[config.mk]
export PLATFORM = sky130hd
export DESIGN_NAME = color_gradient_lookup_unit
export DESIGN_NICKNAME = d
export VERILOG_FILES = /design/src/sv/cglu_pkg.sv /design/src/sv/cglu_mul.sv /design/src/sv/cglu_table.sv /design/src/sv/color_gradient_lookup_unit.sv
export SDC_FILE = /design/constraint.sdc
export NUM_CORES = 1
export LEC_CHECK = 0
export CAP_MARGIN = 0
export CORE_MARGIN = 10
export CORE_UTILIZATION = 60
export DETAILED_ROUTE_END_ITERATION = 6
export DONT_BUFFER_PORTS = 1
export PLACE_DENSITY = 0.76
export SLEW_MARGIN = 10
export SYNTH_ARGS = -nofsm -noshare
export SYNTH_HDL_FRONTEND = slang
export SYNTH_HIERARCHICAL = 1
export SYNTH_SLANG_ARGS = --single-unit
[constraint.sdc]
create_clock -name clk -period 10.65 [get_ports clk]
set_input_delay 0.5325 -clock clk [delete_from_list [all_inputs] [get_ports clk]]
set_output_delay 0.5325 -clock clk [all_outputs]
set_load 0.02 [all_outputs]
[src/sv/cglu_pkg.sv]
`default_nettype none
package cglu_pkg;

  localparam int unsigned POS_W = 17;
  localparam int unsigned FRAC_W = 16;
  localparam int unsigned MUL_B_W = 10;
  localparam int unsigned PROD_W = POS_W + 1 + MUL_B_W;
  localparam logic [7:0] ALPHA_OPAQUE = 8'hff;

  typedef enum logic {
    OP_APPEND = 1'b0,
    OP_LOOKUP = 1'b1
  } op_t;

  typedef enum logic [3:0] {
    S_IDLE,
    S_DECIDE,
    S_WHOLE,
    S_INDEX,
    S_READ_HI,
    S_RED,
    S_GREEN,
    S_BLUE,
    S_FINISH
  } state_t;

  typedef struct packed {
    logic              operation;
    logic [31:0]       stop_color;
    logic [POS_W-1:0]  position;
  } item_t;

  typedef struct packed {
    logic [7:0] red;
    logic [7:0] green;
    logic [7:0] blue;
    logic [7:0] alpha;
  } result_t;

  // Signed difference of two channel values, the slope of one segment.
  function automatic logic signed [MUL_B_W-1:0] chan_diff(input logic [7:0] hi,
                                                         input logic [7:0] lo);
    logic signed [MUL_B_W-1:0] h;
    logic signed [MUL_B_W-1:0] l;
    h = signed'({2'b00, hi});
    l = signed'({2'b00, lo});
    return h - l;
  endfunction

  // lo*65536 + f*(hi-lo) equals f*hi + (65536-f)*lo, truncated once.
  function automatic logic [7:0] blend_chan(input logic [7:0] lo,
                                            input logic signed [PROD_W-1:0] prod);
    logic signed [PROD_W-1:0] base;
    logic signed [PROD_W-1:0] sum;
    base = signed'({{(PROD_W-24){1'b0}}, lo, 16'h0000});
    sum = base + prod;
    return sum[23:16];
  endfunction

endpackage
`default_nettype wire

[src/sv/cglu_mul.sv]
`default_nettype none
module cglu_mul (
  input  wire logic                                 clk,
  input  wire logic [cglu_pkg::POS_W-1:0]           a,
  input  wire logic signed [cglu_pkg::MUL_B_W-1:0]  b,
  output logic signed [cglu_pkg::PROD_W-1:0]        prod
);
  import cglu_pkg::*;

  logic signed [POS_W:0] a_s;

  assign a_s = signed'({1'b0, a});

  always_ff @(posedge clk) begin
    prod <= a_s * b;
  end

endmodule
`default_nettype wire

[src/sv/cglu_table.sv]
`default_nettype none
module cglu_table #(
  parameter int unsigned DEPTH = 16,
  parameter int unsigned AW = 4
) (
  input  wire logic          clk,
  input  wire logic          we,
  input  wire logic [AW-1:0] waddr,
  input  wire logic [31:0]   wdata,
  input  wire logic [AW-1:0] raddr,
  output logic [31:0]        rdata
);

  logic [31:0] mem [DEPTH];

  always_ff @(posedge clk) begin
    if (we) begin
      mem[waddr] <= wdata;
    end
  end

  always_ff @(posedge clk) begin
    rdata <= mem[raddr];
  end

endmodule
`default_nettype wire

[src/sv/color_gradient_lookup_unit.sv]
`default_nettype none
// Channel   | Direction | Handshake                     | Payload
// item      | in        | start high while busy low     | item_t: operation, stop_color, position
// result    | out       | done high for one cycle       | result_t: red, green, blue, alpha
// config    | in        | APB write, psel&penable&pwrite | pwdata[0] to wrap_mode when paddr[2] is 0
//
// An append writes the stop table at the accepting edge. A lookup on an empty table
// ends in S_DECIDE, one that returns a stop whole runs S_DECIDE and S_WHOLE, and an
// interpolated lookup runs S_DECIDE, S_INDEX, S_READ_HI, S_RED, S_GREEN, S_BLUE and
// S_FINISH: the index scaling and the three channel blends share one multiplier, and
// the two stops come through the single registered read port of the table.
// rst is synchronous and clears the sequencer, the stop count and wrap_mode.
// The receiver cannot stall: a result is on the ports with done and holds until the next lookup's S_DECIDE.
module color_gradient_lookup_unit #(
  parameter int unsigned MAX_COLORS = 16
) (
  input  wire logic              clk,
  input  wire logic              rst,
  input  wire logic              start,
  output logic                   busy,
  input  wire cglu_pkg::item_t   item,
  output logic                   done,
  output cglu_pkg::result_t      result,
  input  wire logic              psel,
  input  wire logic              penable,
  input  wire logic              pwrite,
  input  wire logic [2:0]        paddr,
  input  wire logic [31:0]       pwdata,
  output logic [31:0]            prdata,
  output logic                   pready
);
  import cglu_pkg::*;

  localparam int unsigned CW = $clog2(MAX_COLORS + 1);
  localparam int unsigned IW = (MAX_COLORS > 1) ? $clog2(MAX_COLORS) : 1;
  localparam int unsigned LO_W = PROD_W - 1 - FRAC_W;

  state_t state, state_next;

  logic                       wrap_mode;
  logic [CW-1:0]              stop_count;
  logic [POS_W-1:0]           pos_q;
  logic [31:0]                lo_color;
  logic [31:0]                hi_color;
  logic [FRAC_W-1:0]          f_q;
  logic [IW-1:0]              lo_idx;
  logic [7:0]                 red_q;
  logic [7:0]                 green_q;

  logic                       accept;
  logic                       cfg_write;
  logic                       tbl_we;
  logic [IW-1:0]              tbl_raddr;
  logic [31:0]                tbl_rdata;
  logic [POS_W-1:0]           mul_a;
  logic signed [MUL_B_W-1:0]  mul_b;
  logic signed [PROD_W-1:0]   prod;

  logic [CW-1:0]              last_stop;
  logic [CW-1:0]              seg_count;
  logic                       whole;
  logic [IW-1:0]              whole_addr;
  logic [LO_W-1:0]            lo_full;
  logic [CW-1:0]              lo_sel;
  logic [CW-1:0]              hi_inc;
  logic [IW-1:0]              hi_idx;
  logic [31:0]                hi_src;

  assign accept    = start && !busy;
  assign busy      = (state != S_IDLE);
  assign cfg_write = psel && penable && pwrite && pready;
  assign pready    = 1'b1;
  assign prdata    = (paddr[2] == 1'b0) ? {31'd0, wrap_mode} : 32'd0;
  assign tbl_we    = accept && (item.operation == OP_APPEND) &&
                     (stop_count < CW'(MAX_COLORS));

  assign last_stop  = stop_count - CW'(1);
  assign seg_count  = wrap_mode ? stop_count : last_stop;
  assign whole      = (stop_count == CW'(1)) || (pos_q == '0) || pos_q[POS_W-1];
  assign whole_addr = (pos_q[POS_W-1] && !wrap_mode && (stop_count != CW'(1)) &&
                       (pos_q != '0)) ? last_stop[IW-1:0] : '0;

  assign lo_full = prod[PROD_W-2:FRAC_W];
  assign lo_sel  = (lo_full >= LO_W'(stop_count)) ? last_stop : lo_full[CW-1:0];
  assign hi_inc  = CW'(lo_idx) + CW'(1);
  assign hi_idx  = (hi_inc >= stop_count) ? '0 : hi_inc[IW-1:0];
  assign hi_src  = (state == S_RED) ? tbl_rdata : hi_color;

  cglu_table #(
    .DEPTH (MAX_COLORS),
    .AW    (IW)
  ) u_table (
    .clk   (clk),
    .we    (tbl_we),
    .waddr (stop_count[IW-1:0]),
    .wdata (item.stop_color),
    .raddr (tbl_raddr),
    .rdata (tbl_rdata)
  );

  cglu_mul u_mul (
    .clk  (clk),
    .a    (mul_a),
    .b    (mul_b),
    .prod (prod)
  );

  always_comb begin
    state_next = state;
    unique case (state)
      S_IDLE: begin
        if (accept && (item.operation == OP_LOOKUP)) begin
          state_next = S_DECIDE;
        end
      end
      S_DECIDE: begin
        if (stop_count == '0) begin
          state_next = S_IDLE;
        end else if (whole) begin
          state_next = S_WHOLE;
        end else begin
          state_next = S_INDEX;
        end
      end
      S_WHOLE:   state_next = S_IDLE;
      S_INDEX:   state_next = S_READ_HI;
      S_READ_HI: state_next = S_RED;
      S_RED:     state_next = S_GREEN;
      S_GREEN:   state_next = S_BLUE;
      S_BLUE:    state_next = S_FINISH;
      S_FINISH:  state_next = S_IDLE;
      default:   state_next = S_IDLE;
    endcase
  end

  // Read address and multiplier operands for each step of the sequence.
  always_comb begin
    tbl_raddr = '0;
    mul_a     = '0;
    mul_b     = '0;
    unique case (state)
      S_DECIDE: begin
        tbl_raddr = whole_addr;
        mul_a     = pos_q;
        mul_b     = signed'(MUL_B_W'(seg_count));
      end
      S_INDEX: begin
        tbl_raddr = lo_sel[IW-1:0];
      end
      S_READ_HI: begin
        tbl_raddr = hi_idx;
      end
      S_RED: begin
        mul_a = {1'b0, f_q};
        mul_b = chan_diff(hi_src[23:16], lo_color[23:16]);
      end
      S_GREEN: begin
        mul_a = {1'b0, f_q};
        mul_b = chan_diff(hi_src[15:8], lo_color[15:8]);
      end
      S_BLUE: begin
        mul_a = {1'b0, f_q};
        mul_b = chan_diff(hi_src[7:0], lo_color[7:0]);
      end
      default: begin
        tbl_raddr = '0;
      end
    endcase
  end

  always_ff @(posedge clk) begin
    if (rst) begin
      state      <= S_IDLE;
      stop_count <= '0;
      wrap_mode  <= 1'b0;
      done       <= 1'b0;
    end else begin
      state <= state_next;
      if (tbl_we) begin
        stop_count <= stop_count + CW'(1);
      end
      if (cfg_write && (paddr[2] == 1'b0)) begin
        wrap_mode <= pwdata[0];
      end
      done <= ((state == S_DECIDE) && (stop_count == '0)) ||
              (state == S_WHOLE) || (state == S_FINISH);
    end
  end

  always_ff @(posedge clk) begin
    if (accept) begin
      pos_q <= item.position;
    end
    unique case (state)
      S_DECIDE: begin
        result <= '{red: 8'd0, green: 8'd0, blue: 8'd0, alpha: ALPHA_OPAQUE};
      end
      S_WHOLE: begin
        result <= '{red: tbl_rdata[23:16], green: tbl_rdata[15:8],
                    blue: tbl_rdata[7:0], alpha: tbl_rdata[31:24]};
      end
      S_INDEX: begin
        lo_idx <= lo_sel[IW-1:0];
        f_q    <= prod[FRAC_W-1:0];
      end
      S_READ_HI: begin
        lo_color <= tbl_rdata;
      end
      S_RED: begin
        hi_color <= tbl_rdata;
      end
      S_GREEN: begin
        red_q <= blend_chan(lo_color[23:16], prod);
      end
      S_BLUE: begin
        green_q <= blend_chan(lo_color[15:8], prod);
      end
      S_FINISH: begin
        result <= '{red: red_q, green: green_q,
                    blue: blend_chan(lo_color[7:0], prod), alpha: ALPHA_OPAQUE};
      end
      default: begin
        lo_idx <= lo_idx;
      end
    endcase
  end

  a_done_source: assert property (@(posedge clk) disable iff (rst)
    done |-> $past((state == S_FINISH) || (state == S_WHOLE) ||
                   ((state == S_DECIDE) && (stop_count == '0))))
    else $error("done raised without a finished lookup");

  a_count_bound: assert property (@(posedge clk) disable iff (rst)
    stop_count <= CW'(MAX_COLORS))
    else $error("stop count beyond table depth");

  a_count_change: assert property (@(posedge clk) disable iff (rst)
    (stop_count != $past(stop_count)) |-> $past(tbl_we))
    else $error("stop count changed without an append");

  a_index_order: assert property (@(posedge clk) disable iff (rst)
    (state == S_INDEX) |-> $past(state == S_DECIDE))
    else $error("index step entered out of order");

  a_no_append_busy: assert property (@(posedge clk) disable iff (rst)
    tbl_we |-> (state == S_IDLE))
    else $error("table written while a lookup is in flight");

endmodule
`default_nettype wire
==> results of run 1 <==
## power groups by stage
stage	Sequential (mW)	Combinational [mW]	Clock, mW
global route	3.15	0.347	2.50
detailed placement	3.20	0.275	0
CTS	3.14	0.319	2.40
floorplan	3.17	0.216	0
finish	3.14	0.320	2.37
global placement	3.20	0.270	0
## worst paths after layout
kind / from / end / slack, ns / depth (start not counted)
hold reg to reg: u_mul/prod[0] / f_q[0] / 0.40 / 0
setup reg to reg: state[0] / u_mul/prod[22] / 1.52 / 28
setup / recovery: state[0] / u_mul/prod[22] / 1.52 / 28
hold / removal: pwdata[0] / wrap_mode / 0.08 / 2
## what timing repair did
action                                 4_1_cts  5_1_grt
endpoints found under the hold margin      536        0
resized for setup                            0        0
hold buffers                                51        0
## routing by layer
layer / vias to the layer above / global-route usage, % / wire (um)
li1: 8449 / - / -
met1: 9790 / 31.4 / 30500
met2: 958 / 40.4 / 40200
met3: 150 / 5.96 / 7410
met4: 4 / 7.01 / 2120
met5: - / 0 / 21
## area by class of cell
class,count,area share [%]
Antenna cell,1,0.00664
Clock buffer,91,5.05
Clock inverter,35,0.727
Inverter,193,1.92
Multi-Input combinational cell,1275,33.2
Sequential cell,715,54.5
Tap cell,756,2.51
Timing Repair Buffer,89,2.14
## critical path: cells and delay by family, from the launching register on
family	cells	cell delay (ns)
fa+ha+maj	8	3.77
compound gates	11	2.88
simple gates	4	1.05
flops	1	0.74
mux	1	0.30
buf+inv	4	0.22
## layout by cell type, fill, tap and decap left out, types with 11 or more instances in the layout
cell type and instances:
conb_1 32, edfxtp_1 621, a22oi_1 65, a21oi_1 51, dfxtp_1 94, a22o_1 39
a211oi_1 11, nor2b_1 25, ha_1 140, fa_1 125, o21ai_0 25, clkbuf_16 72
nand2_1 233, inv_1 190, xnor2_1 45, xor2_1 15, nor3_1 14, clkinv_2 11
nand3_1 13, nor2_1 54, nor2_4 13, o21ai_1 11, and2_1 58, clkinv_1 16
a21o_1 18, clkbuf_1 16, nand2b_1 34, mux4_2 128, buf_4 37, dlygate4sd3_1 51
## registers in the layout, indices dropped and copies added (netlist names)
name,count
lo_color,24
f_q,16
state,4
u_table/rdata,32
u_mul/prod,27
wrap_mode,1
pos_q,17
result,32
done,1
lo_idx,4
stop_count,5
u_table/mem,512
red_q,8
green_q,8
hi_color,24
## metrics by stage
step	setup WS, ns	util (%)	hold WS (ns)	power [mW]
finish	1.52	66.9	0.0767	5.83
global route	0.962	66.9	0.0736	5.99
CTS	1.56	66.8	0.0586	5.86
detailed placement	1.63	62.1	0.389	3.48
global placement	1.79	62.1	0.388	3.47
floorplan	2.85	-	0.386	3.39
==> run metrics, run 1 <==
status=finished, final reports clean; clock root cell=clkbuf_16; Final Hold Viols=0; non-filler instance count after layout=3155; Syn Inst Count=2288; vias in the first global route=20200; initial DRC count=1795; GRT Overall Usage=24.3%; Final ANT Viol Nets=0; placed instance count=2977; Crit path arrival time=9.60 ns; Core Area=56400 um^2; Int Pwr=4.54 mW; Sink Count=715; pin count of the biggest net entering global routing=101; Clock Latency Late Sink=0.63 ns; Flop pwr share=53.9%; Die ar.=66900 um^2; switching part of the total=22.2%; drt pass-1 iters=5; Fillers=3841; delay of the slowest cell on the worst path=0.74 ns; Die H=259 um; fin crit share=85.7%; H-tree Lvls=3; Tmin final=9.13 ns; initial antenna violation count=3; fin area=37700 um^2; Final Skew=0.0324 ns; Pwr Density=155 nW/um^2; GPL Wtd Cong=0.853; post-CTS setup repair buffer count=0; Routed wire per std cell=25.4 um; clock tree from TritonCTS=yes; I/O pin cnt=158; kind of start point of the critical path=flip-flop; Critical Path Sink Type=flip-flop; TritonCTS buffer count=69; max-cap violations=0; Final nets=2699; crit path max fanout=26; Crit path top cell by count=fa_1; area of the multi-input gates=12500 um^2; VDD IR max=0.000250 V; Slowest cell on crit path=dfxtp_1; max-slew violation count=0; worst min path class=input port to flip-flop; Switch Pwr=1.29 mW; FF/Latch Area=20500 um^2; Reg clk slew, reported paths=0.06 ns; placed cell area=35000 um^2; Rows=87; share of total power in the clock network=40.6%; initial core utilization=60.6%; post-detail-place hpwl=48500 um; first-pass GRT wire length=123000 um; Overflow after GRT=0; Worst EP required=11.13 ns; RSZ-0062 raised after global routing=no; layout cells sized above 1=12.8%; final setup fails=0; # DRC=0; Leak=13.9 nW; Slew @ Worst Pin=1.09 ns; yosys warns=6; die width=259 um; port bufs=0; area grow syn2layout=10.4%; syn avg cell area=14.9 um^2; maximum clock insertion buffer count=3; Mapped Area=34200 um^2; Rel. slew slack=27.3%; drt via density=6.13; Max Clock Freq=110 MHz; kind of critical path=flip-flop to flip-flop; setup TNS=0 ns; Logic pwr share=5.5%; via count=19400; Routed WL=80200 um
(Power assumes the default switching activity.)
==> run 2: changes to the inputs <==
--- a/config.mk
+++ b/config.mk
@@ -5,8 +5,7 @@
 export SDC_FILE = /design/constraint.sdc
 export NUM_CORES = 1
 export LEC_CHECK = 0
-export CAP_MARGIN = 0
-export CORE_MARGIN = 10
+export CAP_MARGIN = 30
 export CORE_UTILIZATION = 60
 export DETAILED_ROUTE_END_ITERATION = 6
 export DONT_BUFFER_PORTS = 1
==> run 2 against run 1 <==
Compared with the run above: cell count barely moved; total power fell by 0.37%; utilization rose by 0.30 points; clock skew fell by 0.0084 ns; critical path depth rose by 2; clock power barely moved; sequential power barely moved; critical endpoint is now u_mul/prod[25].
==> run metrics, run 2 (synthesis gave the netlist of run 1 again) <==
Rel. slew slack=30.8% (was 27.3%); # DRC=0 (unchanged); Pwr Density=154 nW/um^2 (was 155 nW/um^2); max-slew violation count=0 (unchanged); Worst EP required=11.19 ns (was 11.13 ns); top flop regs=u_table/mem: 512 flops, result: 32 flops, u_table/rdata: 32 flops (unchanged); drt pass-1 iters=6 (was 5); Die ar.=57900 um^2 (was 66900 um^2); vias in the first global route=20000 (was 20200); switching part of the total=22.2% (about the same); drt via density=6.11 (was 6.13); post-CTS setup repair buffer count=0 (unchanged); clock root cell=clkbuf_16 (unchanged); PostCTS Resize Cnt=0 (unchanged); Reg-to-Reg Start=state[0] (unchanged); Int Pwr=4.52 mW (was 4.54 mW); share of total power in the clock network=40.4% (was 40.6%); hold_sp=pwdata[0] (unchanged); cts hold-fix bufs=54 (was 51); first-pass GRT wire length=118000 um (was 123000 um); Routed wire per std cell=24.9 um (was 25.4 um); Most flops, register=u_table/mem (unchanged); layout cells sized above 1=12.8% (about the same); Max Clock Freq=114 MHz (was 110 MHz); flop2flop setup slack=1.85 ns (was 1.52 ns); I/O pin cnt=158 (unchanged); via count=19300 (was 19400); met3 usage=5.48% (was 5.96%); max FFs per register=512 (unchanged); area grow syn2layout=10.6% (was 10.4%); kind of critical path=flip-flop to flip-flop (unchanged); crit path max fanout=27 (was 26); TritonCTS buffer count=68 (was 69); maximum clock insertion buffer count=3 (unchanged); Bufs and invs on worst path=6 (was 4); Tmin final=8.80 ns (was 9.13 ns); Switch Pwr=1.29 mW (about the same); worst min path class=input port to flip-flop (unchanged); Sink Count=715 (unchanged); Overflow after GRT=0 (unchanged); Crit path arrival time=9.34 ns (was 9.60 ns); r2r endpoint=u_mul/prod[25] (was u_mul/prod[22]); Routed WL=78800 um (was 80200 um); Final nets=2701 (was 2699); Reg clk slew, reported paths=0.06 ns (about the same); CP delay by family, top=adder cells (unchanged); initial antenna violation count=4 (was 3); met2 Resource Use GR=46.3% (was 40.4%); GPL Wtd Cong=0.900 (was 0.853); Crit path top cell by count=fa_1 (unchanged); clock tree from TritonCTS=yes (unchanged); final setup fails=0 (unchanged); Core Area=56300 um^2 (was 56400 um^2); met1 Use GR=37.3% (was 31.4%); gr busiest metal=met2 (unchanged); Final Skew=0.0239 ns (was 0.0324 ns); Flop pwr share=54.0% (was 53.9%); initial DRC count=1834 (was 1795); H-tree Lvls=3 (unchanged); Leak=13.9 nW (about the same); Hold Path Stages=2 (unchanged); max-cap violations=0 (unchanged); Slowest cell on crit path=dfxtp_1 (unchanged); Reg2Reg Depth=30 (was 28); GRT Overall Usage=28.0% (was 24.3%); initial core utilization=60.7% (was 60.6%); fin crit share=82.7% (was 85.7%); Fillers=3737 (was 3841); Slew @ Worst Pin=1.04 ns (was 1.09 ns); die width=241 um (was 259 um); post-detail-place hpwl=44800 um (was 48500 um); setup TNS=0 ns (unchanged); total power=5.81 mW (was 5.83 mW); pin count of the biggest net entering global routing=128 (was 101); delay of the slowest cell on the worst path=0.76 ns (was 0.74 ns); Final Hold Viols=0 (unchanged); RSZ-0062 raised after global routing=no (unchanged); Final ANT Viol Nets=0 (unchanged); hold endpoint=wrap_mode (unchanged); Clock Latency Late Sink=0.62 ns (was 0.63 ns); Die H=241 um (was 259 um); Rows=87 (unchanged); port bufs=0 (unchanged); most frequent cells in the layout=edfxtp_1, nand2_1, inv_1, ha_1, mux4_2 (unchanged); Critical Path Sink Type=flip-flop (unchanged); Logic pwr share=5.6% (was 5.5%); most common cell after layout, fill and taps aside=edfxtp_1 (unchanged); VDD IR max=0.000158 V (was 0.000250 V); kind of start point of the critical path=flip-flop (unchanged); status=finished, final reports clean (unchanged)
==> run 2: cell types whose count changed in the layout (fill, tap and decap cells not counted), sizes merged <==
cell         change
bufinv           -1
clkbuf           +6
clkinv           -6
clkinvlp         +3
diode            +2
dlygate4sd3      +3
inv              -4
==> run 2: worst register-to-register path: cells and delay by family (launching register included) <==
family / cells / cell delay (ns)
AOI/OAI and AO/OA: 5 / 1.41
xor gates and xnor gates: 1 / 0.14
adders and majority gates: 8 / 3.36
buffers and inverters: 6 / 0.94
DFF: 1 / 0.76
muxes: 1 / 0.29
and+or+nand+nor: 9 / 1.83
==> run 2: how the worst max path moves through the flow <==
stage,from,end,slack (ns),cells after the start
2_1_floorplan,state[2],u_mul/prod[22],2.85,31
3_5_place_dp,state[0],u_mul/prod[22],1.93,29
5_1_grt,state[0],u_mul/prod[25],1.32,30
3_3_place_gp,state[0],u_mul/prod[21],2.08,31
6_report,state[0],u_mul/prod[25],1.85,30
4_1_cts,state[0],u_mul/prod[25],1.88,30
==> run 2: area by class of cell <==
class	instances	area (um^2)	area share [%]
diodes	3	7.51	0.0199
clock buffers	97	1920	5.09
clock inverters	27	255	0.675
inverters	193	724	1.92
multi-input cells	1275	12500	33.1
flip-flops and latches	715	20500	54.3
well taps	756	946	2.50
repair buffers	92	895	2.37
==> run 2: power groups by stage <==
stage	Sequential [mW]	Combinational [mW]	Clock [mW]
finish	3.14	0.323	2.35
global placement	3.20	0.268	0
global route	3.14	0.347	2.49
floorplan	3.17	0.216	0
detailed placement	3.20	0.274	0
CTS	3.14	0.319	2.37
==> run 2: metrics by stage <==
stage / util, % / area, um^2 / hold slack, ns / std cells / setup WS (ns)
floorplan: - / 34300 / 0.386 / 2318 / 2.85
global placement: 62.1 / 35000 / 0.387 / 2971 / 2.08
detailed placement: 62.2 / 35000 / 0.389 / 2973 / 1.93
CTS: 67.0 / 37700 / 0.0513 / 3151 / 1.88
global route: 67.1 / 37800 / 0.0626 / 3157 / 1.32
finish: 67.2 / 37800 / 0.0809 / 3158 / 1.85
==> run 2: metal layers <==
layer	share of wire [%]	wire, um	vias to the layer above
met1	39	30600	9749
met2	50	39200	938
met5	0.017	13	-
met4	3.0	2350	2
met3	8.4	6620	175
li1	-	-	8439
